**src/hdl/ppsch_pkg.sv**
```systemverilog
// ----------------------------------------------------------------------------
// ppsch_pkg
// Shared types and constants of the preemptive priority scheduler.
// ----------------------------------------------------------------------------
package ppsch_pkg;

  localparam int unsigned ArrW  = 16;
  localparam int unsigned BurW  = 16;
  localparam int unsigned PriW  = 8;
  localparam int unsigned IdW   = 5;
  localparam int unsigned TimeW = 21;

  localparam logic [TimeW-1:0] TimeMax = {TimeW{1'b1}};

  localparam logic ActAdd  = 1'b0;
  localparam logic ActTick = 1'b1;

  localparam logic [1:0] StatusOk   = 2'd0;
  localparam logic [1:0] StatusFull = 2'd1;
  localparam logic [1:0] StatusZero = 2'd2;

  typedef struct packed {
    logic            action;
    logic [ArrW-1:0] arrive_tick;
    logic [BurW-1:0] service_len;
    logic [PriW-1:0] priority_req;
  } in_item_t;

  typedef struct packed {
    logic [1:0]       status;
    logic [IdW-1:0]   assigned_id;
    logic             ran_valid;
    logic [IdW-1:0]   ran_id;
    logic             finished;
    logic [TimeW-1:0] complete_tick;
    logic [TimeW-1:0] turnaround_len;
    logic [TimeW-1:0] wait_len;
    logic             all_done;
    logic [TimeW-1:0] time_now;
  } out_item_t;

  // Best candidate travelling down the cell row.
  typedef struct packed {
    logic            found;
    logic [PriW-1:0] prio;
    logic [ArrW-1:0] arrival;
    logic [BurW-1:0] burst;
    logic [BurW-1:0] remaining;
  } cand_t;

  // Write command broadcast to the cells.
  typedef struct packed {
    logic            add;
    logic            upd;
    logic [ArrW-1:0] arrival;
    logic [BurW-1:0] burst;
    logic [PriW-1:0] prio;
    logic [BurW-1:0] remaining;
    logic            done;
  } cell_wr_t;

endpackage

```
**src/hdl/ppsch_cell.sv**
```systemverilog
// ----------------------------------------------------------------------------
// ppsch_cell
// One process slot; merges its process into the passing best candidate.
// ----------------------------------------------------------------------------
module ppsch_cell #(
  parameter int unsigned MAX_PROCESSES = 16,
  parameter int unsigned CELL_IDX      = 0,
  localparam int unsigned IdxW = (MAX_PROCESSES > 1) ? $clog2(MAX_PROCESSES) : 1,
  localparam int unsigned CntW = $clog2(MAX_PROCESSES + 1)
) (
  input  logic                           clk_i,
  input  logic                           rst_ni,
  input  logic [CntW-1:0]                count_i,
  input  logic [ppsch_pkg::TimeW-1:0]    time_i,
  input  ppsch_pkg::cell_wr_t            wr_i,
  input  logic [IdxW-1:0]                wr_slot_i,
  input  ppsch_pkg::cand_t               cand_i,
  input  logic [IdxW-1:0]                slot_i,
  output ppsch_pkg::cand_t               cand_o,
  output logic [IdxW-1:0]                slot_o
);

  localparam logic [IdxW-1:0] MyIdx = IdxW'(CELL_IDX);
  localparam logic [CntW-1:0] MyCnt = CntW'(CELL_IDX);

  logic [ppsch_pkg::ArrW-1:0] arr_q;
  logic [ppsch_pkg::BurW-1:0] bur_q;
  logic [ppsch_pkg::BurW-1:0] rem_q;
  logic [ppsch_pkg::PriW-1:0] pri_q;
  logic                       done_q;

  ppsch_pkg::cand_t  cand_q, cand_d;
  logic [IdxW-1:0]   slot_q, slot_d;

  logic loaded, eligible, take, hit;

  assign hit      = (wr_slot_i == MyIdx);
  assign loaded   = (MyCnt < count_i);
  assign eligible = loaded && !done_q &&
                    ({{(ppsch_pkg::TimeW - ppsch_pkg::ArrW){1'b0}}, arr_q} <= time_i);
  assign take     = eligible && (!cand_i.found || (pri_q < cand_i.prio));

  always_comb begin
    cand_d = cand_i;
    slot_d = slot_i;
    if (take) begin
      cand_d.found     = 1'b1;
      cand_d.prio      = pri_q;
      cand_d.arrival   = arr_q;
      cand_d.burst     = bur_q;
      cand_d.remaining = rem_q;
      slot_d           = MyIdx;
    end
  end

  // Slot contents: written on add, remaining/done updated after a run.
  always_ff @(posedge clk_i) begin
    if (wr_i.add && hit) begin
      arr_q  <= wr_i.arrival;
      bur_q  <= wr_i.burst;
      rem_q  <= wr_i.burst;
      pri_q  <= wr_i.prio;
      done_q <= 1'b0;
    end else if (wr_i.upd && hit) begin
      rem_q  <= wr_i.remaining;
      done_q <= wr_i.done;
    end
  end

  // Hand the candidate to the next cell.
  always_ff @(posedge clk_i or negedge rst_ni) begin
    if (!rst_ni) begin
      cand_q <= '0;
      slot_q <= '0;
    end else begin
      cand_q <= cand_d;
      slot_q <= slot_d;
    end
  end

  assign cand_o = cand_q;
  assign slot_o = slot_q;

endmodule

```
**src/hdl/priority_preemptive_scheduler.sv**
```systemverilog
// ----------------------------------------------------------------------------
// priority_preemptive_scheduler
// Preemptive priority scheduler built as a row of process-slot cells.
// ----------------------------------------------------------------------------
// Input channel (in_valid_i / in_stall_o / in_data_i): one transaction per
// item; action 0 adds a process, action 1 advances time by one tick.
// Output channel (out_valid_o / out_stall_i / out_data_o): one result
// transaction per input transaction, in order.
// An add goes from acceptance to the result state; a tick first lets the
// best-candidate wave walk the cell row one slot per cycle, then passes the
// run update, turnaround and waiting time states before the result state,
// which loads the output register and holds while that register is busy.
// One item is in flight at a time and in_stall_o is low only while the
// controller is idle, so no new item is taken before the result is loaded.
// The result sits in an output register: a new input transaction is taken
// while the receiver stalls the previous result, and a finished result
// waits in the controller until that register frees up.
// Reset clears the process count, unfinished count, time and output valid;
// slot contents are not cleared, only slots below the process count are read.
// ----------------------------------------------------------------------------
module priority_preemptive_scheduler #(
  parameter int unsigned MAX_PROCESSES = 16
) (
  input  logic                  clk_i,
  input  logic                  rst_ni,
  input  logic                  in_valid_i,
  output logic                  in_stall_o,
  input  ppsch_pkg::in_item_t   in_data_i,
  output logic                  out_valid_o,
  input  logic                  out_stall_i,
  output ppsch_pkg::out_item_t  out_data_o
);

  localparam int unsigned IdxW = (MAX_PROCESSES > 1) ? $clog2(MAX_PROCESSES) : 1;
  localparam int unsigned CntW = $clog2(MAX_PROCESSES + 1);
  localparam int unsigned TW   = ppsch_pkg::TimeW;

  typedef enum logic [2:0] {
    S_IDLE,
    S_SCAN,
    S_EVAL,
    S_TAT,
    S_WT,
    S_RESP
  } state_e;

  state_e                 state_q;
  logic [CntW-1:0]        count_q;
  logic [CntW-1:0]        unfin_q;
  logic [TW-1:0]          clock_q;
  logic [IdxW-1:0]        scan_q;
  ppsch_pkg::out_item_t   res_q, res_d;
  ppsch_pkg::out_item_t   resp;
  ppsch_pkg::out_item_t   out_q;
  logic                   out_valid_q;
  logic [ppsch_pkg::ArrW-1:0] best_arr_q;
  logic [ppsch_pkg::BurW-1:0] best_bur_q;

  // Candidate chain: index 0 is the empty wave head, the last is the winner.
  ppsch_pkg::cand_t       cand_s [MAX_PROCESSES+1];
  logic [IdxW-1:0]        slot_s [MAX_PROCESSES+1];

  ppsch_pkg::cell_wr_t    wr;
  logic [IdxW-1:0]        wr_slot;

  logic                   accept, full, add_ok, out_free;
  ppsch_pkg::cand_t       best;
  logic [IdxW-1:0]        best_slot;
  logic [ppsch_pkg::BurW-1:0] new_rem;
  logic                   fin;
  logic [TW-1:0]          clock_inc;
  logic [IdxW:0]          add_id_full, ran_id_full;

  assign accept    = in_valid_i && !in_stall_o;
  assign in_stall_o = (state_q != S_IDLE);
  assign out_free  = !out_valid_q || !out_stall_i;
  assign full      = (count_q == CntW'(MAX_PROCESSES));
  assign add_ok    = !full && (in_data_i.service_len != '0);

  assign best      = cand_s[MAX_PROCESSES];
  assign best_slot = slot_s[MAX_PROCESSES];
  assign new_rem   = (best.remaining != '0) ? best.remaining - 1'b1 : '0;
  assign fin       = (new_rem == '0);
  assign clock_inc = (clock_q != ppsch_pkg::TimeMax) ? clock_q + 1'b1 : clock_q;

  assign add_id_full = {1'b0, count_q[IdxW-1:0]} + 1'b1;
  assign ran_id_full = {1'b0, best_slot} + 1'b1;

  // Cell write command: add on acceptance, run update in the evaluate step.
  always_comb begin
    wr           = '0;
    wr.add       = accept && (in_data_i.action == ppsch_pkg::ActAdd) && add_ok;
    wr.upd       = (state_q == S_EVAL) && best.found;
    wr.arrival   = in_data_i.arrive_tick;
    wr.burst     = in_data_i.service_len;
    wr.prio      = in_data_i.priority_req;
    wr.remaining = new_rem;
    wr.done      = fin;
    wr_slot      = (state_q == S_EVAL) ? best_slot : count_q[IdxW-1:0];
  end

  // Build the result step by step: status on acceptance, run report in the
  // evaluate step, then turnaround and waiting time.
  always_comb begin
    res_d = res_q;
    case (state_q)
      S_IDLE: begin
        if (accept) begin
          res_d = '0;
          if (in_data_i.action == ppsch_pkg::ActAdd) begin
            if (full) begin
              res_d.status = ppsch_pkg::StatusFull;
            end else if (!add_ok) begin
              res_d.status = ppsch_pkg::StatusZero;
            end else begin
              res_d.status      = ppsch_pkg::StatusOk;
              res_d.assigned_id = ppsch_pkg::IdW'(add_id_full);
            end
          end
        end
      end
      S_EVAL: begin
        if (best.found) begin
          res_d.ran_valid = 1'b1;
          res_d.ran_id    = ppsch_pkg::IdW'(ran_id_full);
          if (fin) begin
            res_d.finished      = 1'b1;
            res_d.complete_tick = clock_inc;
          end
        end
      end
      S_TAT: begin
        if (res_q.finished) begin
          res_d.turnaround_len = res_q.complete_tick -
              {{(TW - ppsch_pkg::ArrW){1'b0}}, best_arr_q};
        end
      end
      S_WT: begin
        // Clamp the waiting time at zero once time has saturated.
        if (res_q.finished &&
            (res_q.turnaround_len >= {{(TW - ppsch_pkg::BurW){1'b0}}, best_bur_q})) begin
          res_d.wait_len = res_q.turnaround_len -
              {{(TW - ppsch_pkg::BurW){1'b0}}, best_bur_q};
        end
      end
      default: begin
      end
    endcase
  end

  // Completed result with the table-wide fields filled in.
  always_comb begin
    resp          = res_q;
    resp.all_done = (unfin_q == '0);
    resp.time_now = clock_q;
  end

  assign cand_s[0] = '0;
  assign slot_s[0] = '0;

  for (genvar g = 0; g < MAX_PROCESSES; g++) begin : g_cell
    ppsch_cell #(
      .MAX_PROCESSES(MAX_PROCESSES),
      .CELL_IDX     (g)
    ) u_cell (
      .clk_i    (clk_i),
      .rst_ni   (rst_ni),
      .count_i  (count_q),
      .time_i   (clock_q),
      .wr_i     (wr),
      .wr_slot_i(wr_slot),
      .cand_i   (cand_s[g]),
      .slot_i   (slot_s[g]),
      .cand_o   (cand_s[g+1]),
      .slot_o   (slot_s[g+1])
    );
  end

  always_ff @(posedge clk_i or negedge rst_ni) begin
    if (!rst_ni) begin
      state_q     <= S_IDLE;
      count_q     <= '0;
      unfin_q     <= '0;
      clock_q     <= '0;
      scan_q      <= '0;
      out_valid_q <= 1'b0;
      res_q       <= '0;
      out_q       <= '0;
      best_arr_q  <= '0;
      best_bur_q  <= '0;
    end else begin
      res_q <= res_d;
      // Load a finished result when the register is free; otherwise drop
      // the held result once the receiver takes it.
      if ((state_q == S_RESP) && out_free) begin
        out_q       <= resp;
        out_valid_q <= 1'b1;
      end else if (!out_stall_i) begin
        out_valid_q <= 1'b0;
      end
      case (state_q)
        S_IDLE: begin
          if (accept) begin
            if (in_data_i.action == ppsch_pkg::ActAdd) begin
              if (add_ok) begin
                count_q <= count_q + 1'b1;
                unfin_q <= unfin_q + 1'b1;
              end
              state_q <= S_RESP;
            end else begin
              scan_q  <= '0;
              state_q <= S_SCAN;
            end
          end
        end
        S_SCAN: begin
          // Wait for the wave to reach the end of the row.
          if (scan_q == IdxW'(MAX_PROCESSES - 1)) begin
            state_q <= S_EVAL;
          end else begin
            scan_q <= scan_q + 1'b1;
          end
        end
        S_EVAL: begin
          clock_q    <= clock_inc;
          best_arr_q <= best.arrival;
          best_bur_q <= best.burst;
          if (best.found && fin) begin
            unfin_q <= unfin_q - 1'b1;
          end
          state_q <= S_TAT;
        end
        S_TAT: begin
          state_q <= S_WT;
        end
        S_WT: begin
          state_q <= S_RESP;
        end
        S_RESP: begin
          // Hold until the output register is free, then advance.
          if (out_free) begin
            state_q <= S_IDLE;
          end
        end
        default: begin
          state_q <= S_IDLE;
        end
      endcase
    end
  end

  assign out_valid_o = out_valid_q;
  assign out_data_o  = out_q;

  // Unfinished processes are a subset of the loaded ones.
  a_unfin_le_count: assert property (@(posedge clk_i) disable iff (!rst_ni)
    unfin_q <= count_q)
    else $error("unfinished count exceeds process count");

  // The table never holds more than its capacity.
  a_count_bound: assert property (@(posedge clk_i) disable iff (!rst_ni)
    count_q <= CntW'(MAX_PROCESSES))
    else $error("process count beyond capacity");

  // Time never moves backward.
  a_time_mono: assert property (@(posedge clk_i) disable iff (!rst_ni)
    1'b1 |=> clock_q >= $past(clock_q))
    else $error("time decreased");

  // A completion is always reported for a process that ran.
  a_fin_ran: assert property (@(posedge clk_i) disable iff (!rst_ni)
    out_valid_o && out_data_o.finished |-> out_data_o.ran_valid)
    else $error("finish reported without a run");

endmodule

```
**config.mk**
```make
export PLATFORM = sky130hd
export DESIGN_NAME = priority_preemptive_scheduler
export DESIGN_NICKNAME = d
export VERILOG_FILES = /design/src/hdl/ppsch_pkg.sv /design/src/hdl/ppsch_cell.sv /design/src/hdl/priority_preemptive_scheduler.sv
export SDC_FILE = /design/constraint.sdc
export NUM_CORES = 2
export LEC_CHECK = 0
export CORE_ASPECT_RATIO = 1.2
export CORE_MARGIN = 1.5
export CORE_UTILIZATION = 50
export CTS_BUF_LIST = sky130_fd_sc_hd__clkbuf_2 sky130_fd_sc_hd__clkbuf_4 sky130_fd_sc_hd__clkbuf_8
export DETAILED_ROUTE_END_ITERATION = 8
export DONT_BUFFER_PORTS = 1
export SYNTH_ARGS = -nofsm -noshare
export SYNTH_HDL_FRONTEND = slang
export SYNTH_SLANG_ARGS = --single-unit
export TNS_END_PERCENT = 50
```
**constraint.sdc**
```tcl
create_clock -name clk_i -period 4.5 [get_ports clk_i]
set_clock_uncertainty 0.1 [all_clocks]
set_input_delay 0.45 -clock clk_i [delete_from_list [all_inputs] [get_ports clk_i]]
set_output_delay 0.45 -clock clk_i [all_outputs]
set_load 0.05 [all_outputs]
```
---- After elaboration in Yosys (flattened, before gate mapping) ----
Cells that the tools add are included.
operators by class
  equality and inequality tests ........... 36
  magnitude comparators ................... 48
  mux-type cells .......................... 95
  bitwise gates (word level) .............. 1
  $add $sub $neg .......................... 10
  reduce and logical (&&, ||, !) cells .... 174
operators by type and width
  kind                                                                          number
  57-bit two-way mux                                                            16
  16-bit two-way mux                                                            33
  16-bit by 21-bit less-or-equal comparator with 1-bit output                   16
  8-bit less-than comparator                                                    15
  92-bit two-way mux                                                            1
  1-bit logical AND                                                             87
  21-bit case mux with 2 select lines                                           2
  21-bit two-way mux                                                            3
  28-bit case mux with 2 select lines                                           1
  4-bit two-way mux                                                             12
  21-bit by 16-bit subtractor with 21-bit output                                2
  4-bit by 5-bit less-than comparator with 1-bit output (first input constant)  8
  2-bit nonzero test                                                            20
  4-bit equality test (second input constant)                                   9
  1-bit logical NOT                                                             35
  16-bit nonzero test                                                           2
  5-bit two-way mux                                                             6
  28-bit two-way mux                                                            1
  3-bit two-way mux                                                             8
  22-bit two-way mux                                                            1
  21-bit by 1-bit adder with 21-bit output (second input constant)              1
  21-bit by 16-bit greater-or-equal comparator with 1-bit output                1
  21-bit != test (second input constant)                                        1
  3-bit by 5-bit less-than comparator with 1-bit output (first input constant)  4
  33 further kinds                                                              79
word-level totals
  output and inout bits ................... 101
  input port bits ......................... 45
  logic and storage cells ................. 564
  flip-flop bits (word level) ............. 2112

---- Longest topological paths before layout ----
  depth after elaboration ................. 7
  mapped depth ............................ 13
  mapped depth without buffers ............ 12

---- Modules after synthesis ----
A second synthesis with hierarchy kept.
second synthesis, totals
  cell total of the unflattened synthesis .. 5976
  area, all modules ....................... 90536.8 µm²
modules (own cells, without submodules)
  module                           seq. area each (µm²)  cells each  area each (µm²)  times used
  priority_preemptive_scheduler    6180.9                1194        12527.0          1
  ppsch_cell at g_cell[15].u_cell  3228.1                334         5064.9           1
  ppsch_cell at g_cell[4].u_cell   3228.1                299         5062.4           1
  ppsch_cell at g_cell[6].u_cell   3228.1                298         5049.8           1
  ppsch_cell at g_cell[13].u_cell  3228.1                297         5007.3           1
  ppsch_cell at g_cell[10].u_cell  3228.1                298         4824.6           1
  ppsch_cell at g_cell[12].u_cell  3228.1                295         4823.4           1
  ppsch_cell at g_cell[9].u_cell   3228.1                298         4823.4           1
  ppsch_cell at g_cell[5].u_cell   3228.1                296         4820.9           1
  ppsch_cell at g_cell[0].u_cell   3228.1                298         4819.6           1
  ppsch_cell at g_cell[14].u_cell  3228.1                294         4819.6           1
  ppsch_cell at g_cell[1].u_cell   3228.1                296         4818.4           1
  ppsch_cell at g_cell[11].u_cell  3228.1                294         4817.1           1
  ppsch_cell at g_cell[3].u_cell   3228.1                297         4817.1           1
  +3 rows                          --                    --          --               --

---- Worst setup path before layout ----
OpenSTA, ideal clock, no wires.
  kind .................................... register to register
  from .................................... register state_q[2]
  to ...................................... register g_cell[11].u_cell.rem_q[0] in the netlist's numbering, data pin
  buffers on the path ..................... 4
  clock period less this slack ............ 3.972 ns
  arrival ................................. 3.549 ns
  path slack .............................. 0.528 ns
  data required time ...................... 4.077 ns
  stages on the path, launching flop included .. 11
  setup time .............................. 0.323 ns
  cells stage by stage .................... dfrtp_1 -> clkbuf_1 -> nor4_2 -> and3_1 -> buf_2 -> nand2_1 -> or2_2 -> clkbuf_1 -> clkinv_1 -> clkbuf_1 -> o21ai_0
between the ends
  word-level cells in the longest chain between the ends .. 7
  elaborated cells on any way between the ends .. 10
  those cells by class .................... 2 x eq/ne; 2 x mux; 6 x reduce/logical
ends and longest elaborated chain
  element                                                                    RTL line                              source
  start: declaration                                                         priority_preemptive_scheduler.sv:47   state_e state_q;
  start signal: assignment                                                   priority_preemptive_scheduler.sv:181  state_q <= S_IDLE;
  start signal: assignment                                                   priority_preemptive_scheduler.sv:209  state_q <= S_RESP;
  start signal: assignment                                                   priority_preemptive_scheduler.sv:212  state_q <= S_SCAN;
  parallel branches: the longest is 5 deep, another holds 4-bit two-way mux  --
  1-bit logical AND (*)                                                      ppsch_cell.sv:58                      if (wr_i.add && hit) begin
  16-bit two-way mux (*)                                                     ppsch_cell.sv:58
  end signal: assignment                                                     ppsch_cell.sv:61                      rem_q <= wr_i.burst;
  end signal: assignment                                                     ppsch_cell.sv:65                      rem_q <= wr_i.remaining;
  end: declaration                                                           ppsch_cell.sv:28                      logic [ppsch_pkg::BurW-1:0] rem_q;
Mark *: on every way between the ends.
A chain may end at the register's enable or synchronous reset.

==> impl_metrics.json <==
{
  "hold_viol": 0,
  "num-nets-final": 6681,
  "hp-class": "in2reg",
  "crit_path_start_kind": "flop",
  "power_frac_seq": 0.482,
  "cts_sinks": 2112,
  "path_clk_slew_ns": 0.06,
  "powerDensity_nw_per_um2": 581,
  "maxCapViolations": 0,
  "seq_area_frac_synth": 0.671,
  "grt_max_degree": 223,
  "cp-startpoint": "clock_q[12]$_DFFE_PN0P_",
  "wl_met1_um": 85400,
  "vdd_drop_max_mv": 0.320,
  "clock_latency_ns": 1.04,
  "cts_tree": "done",
  "die_w_um": 380,
  "layout_worst_path_cycle_share": 0.952,
  "core_um2": 169000,
  "min-delay-start": "in_data_i[40]",
  "final_cell_mix": "dfrtp_1, mux2_2, edfxtp_1",
  "cts_max_path_buffers": 4,
  "routed_wl_um": 210000,
  "netlist_area_um2": 85300,
  "ys_types": 71,
  "crit_fanout": 16,
  "layout-drive-gt1-share": 0.279,
  "drc": 0,
  "dieHeight_um": 456,
  "slew_viol_final": 0,
  "io_pins": 146,
  "wl_met2_um": 106000,
  "fin_crit_ns": 4.28,
  "end_kind": "flop",
  "async_flop_share": 0.568,
  "final_common_cell": "dfrtp_1",
  "overflow": 0,
  "swShare": 0.295,
  "switchingPower_uw": 16700,
  "synth-edff-count": 896,
  "crit_type": "reg2reg",
  "r2r-start": "clock_q[12]$_DFFE_PN0P_",
  "required_ns": 5.29,
  "ys_seq_elements": 2112,
  "fillers": 13367,
  "dpl.hpwl_um": 139000,
  "post_cts_buffers": 0,
  "slew_headroom": 0.119,
  "place_congestion": 0.887,
  "final_antenna_net_count": 0,
  "postLayoutCoreUtil": 0.577,
  "max_clock_freq_ghz": 0.233,
  "ys_warn_count": 0,
  "num_vias": 48103,
  "firstDrtPassIters": 5,
  "cts_max_level": 5,
  "tightest_slew_ns": 1.32,
  "root_buffer": "clkbuf_8",
  "crit_arrival_ns": 5.07,
  "status": "finished clean",
  "syn-instance-count": 5882,
  "rsz0062_at_grt": "false",
  "cts-buffers-inserted": 352,
  "synth_flop_cell": "dfrtp_1",
  "setup_viol": 0,
  "synth.avg_cell_area_um2": 14.5,
  "setup-tns-final_ns": 0,
  "routedWlPerCell_um": 24.0,
  "placementRows": 165,
  "wl_met3_um": 11700,
  "portBuffers": 0,
  "grt_pass1_wl_um": 322000,
  "synth_fp_nets": 6332,
  "track_usage": 0.247,
  "via_per_inst": 5.49,
  "syn_to_final_growth_pct": 14.3,
  "power_frac_comb": 0.213,
  "die_area_um2": 173000,
  "start_util": 0.505,
  "power_frac_clock": 0.305,
  "p_leak_uw": 0.0417,
  "drt-initial-drc-count": 3175,
  "antenna_found_initial": 8,
  "grt_pass1_vias": 51442,
  "routed.top_layer": "met5",
  "p_int_uw": 40000
}
## cells by family (layout without fill, tap and decap cells)
family | after synthesis | count (layout) | synth area share
adder cells (fa/ha/maj) | 405 | 405 | 0.0596
buffers and inverters | 473 | 1100 | 0.0216
AND/OR/NAND/NOR | 1004 | 1004 | 0.0569
multiplexers | 921 | 921 | 0.122
XOR/XNOR | 87 | 87 | 0.00893
AO/OA/AOI/OAI | 880 | 880 | 0.0605
other | 0 | 2 | 0
flip-flops | 2112 | 2112 | 0.671
## cell type report
| type | instances | area [um2] | share of cell area |
|---|---|---|---|
| inverter | 218 | 818 | 0.00839 |
| clock buffer | 574 | 6930 | 0.0710 |
| tap | 2254 | 2820 | 0.0289 |
| multi-input combinational | 3297 | 26500 | 0.271 |
| timing repair buffer | 250 | 2930 | 0.0301 |
| clock inverter | 58 | 353 | 0.00362 |
| sequential | 2112 | 57300 | 0.587 |
| antenna | 2 | 5.00 | 0.0000513 |
## critical path, stage by stage, from the launching register on
cell      delay, ns
dfrtp_1        0.43
inv_1          0.75
ha_1           0.29
nand4_1        0.16
o41ai_1        0.43
buf_4          0.21
nor3_1         0.06
nor3_1         0.20
o21ai_0        0.36
a211oi_4       0.42
buf_4          0.34
mux2_2         0.38
## power by group through the flow
stage                     sequential (uW)  combinational [uW]  clock [uW]
after global routing                27800               13400       18600
final                               27400               12100       17300
after floorplan                     26900                8370           0
after global placement              27700               11400           0
after detailed placement            27800               11700           0
after CTS                           27400               12200       17800
## Yosys cell counts (20+ instances only)
library cell	number	area, um2
nand4_1	54	338
and2_1	67	419
nand3_1	71	355
a21oi_1	259	1300
o21a_1	20	150
dfrtp_1	1200	30000
mux2_2	912	10300
clkbuf_1	186	698
inv_1	200	751
o2bb2ai_1	21	184
nand2_1	341	1280
nor2_1	203	762
edfxtp_1	896	26900
o21ai_0	329	1650
nor4_1	25	156
nor2b_1	43	269
o21ai_1	21	105
nand2b_1	60	375
xnor2_1	54	473
a211oi_1	20	150
a21o_1	107	803
ha_1	402	5030
or2_2	36	225
nor3_1	47	235
o31ai_1	20	150
xor2_1	33	289
buf_2	52	260
## worst paths after layout
check / endpoint / slack [ns] / cells after the start
max: g_cell[12].u_cell.cand_o[36]$_DFF_PN0_ / 0.22 / 11
max reg2reg: g_cell[12].u_cell.cand_o[36]$_DFF_PN0_ / 0.22 / 11
max in group asynchronous: g_cell[0].u_cell.cand_o[24]$_DFF_PN0_ / 0.57 / 7
min: scan_q[3]$_DFFE_PN0P_ / 0.23 / 2
min reg2reg: g_cell[7].u_cell.slot_o[0]$_DFF_PN0_ / 0.29 / 1
min in group asynchronous: res_q[34]$_DFFE_PN0P_ / 0.39 / 3
## metal layers
layer	vias to the layer above	global-route usage
met1	24534	0.311
met2	1233	0.423
met3	350	0.0492
li1	21982	-
met5	-	0
met4	4	0.0918
## flip-flops by register name, indices dropped and copies added (netlist names)
register and cells:
g_cell.u_cell.rem_q 256, out_valid_o 1, scan_q 4, g_cell.u_cell.cand_o 904
count_q 5, best_arr_q 16, g_cell.u_cell.pri_q 128, g_cell.u_cell.done_q 16
state_q 3, g_cell.u_cell.slot_o 49, clock_q 21, best_bur_q 16
g_cell.u_cell.bur_q 256, unfin_q 5, out_data_o 99, g_cell.u_cell.arr_q 256
res_q 77
## per-stage QoR
step                instance area (um2)  total power [uW]  hold slack [ns]  std cells  setup slack (ns)
floorplan                         85300             35200           0.0544       5882             0.528
global placement                  89300             39100           0.0598       8062            0.0256
detailed placement                89300             39500           0.0596       8062           0.00429
CTS                               97500             57300            0.118       8762             0.217
global route                      97600             59800            0.164       8764             0.127
finish                            97600             56700            0.226       8765             0.217
## repair_timing
item	CTS	global route
hold buffers	68	0
resized for setup	1	0
setup endpoints to repair	29	0
endpoints found under the hold margin	1295	0
(Power assumes the default switching activity.)
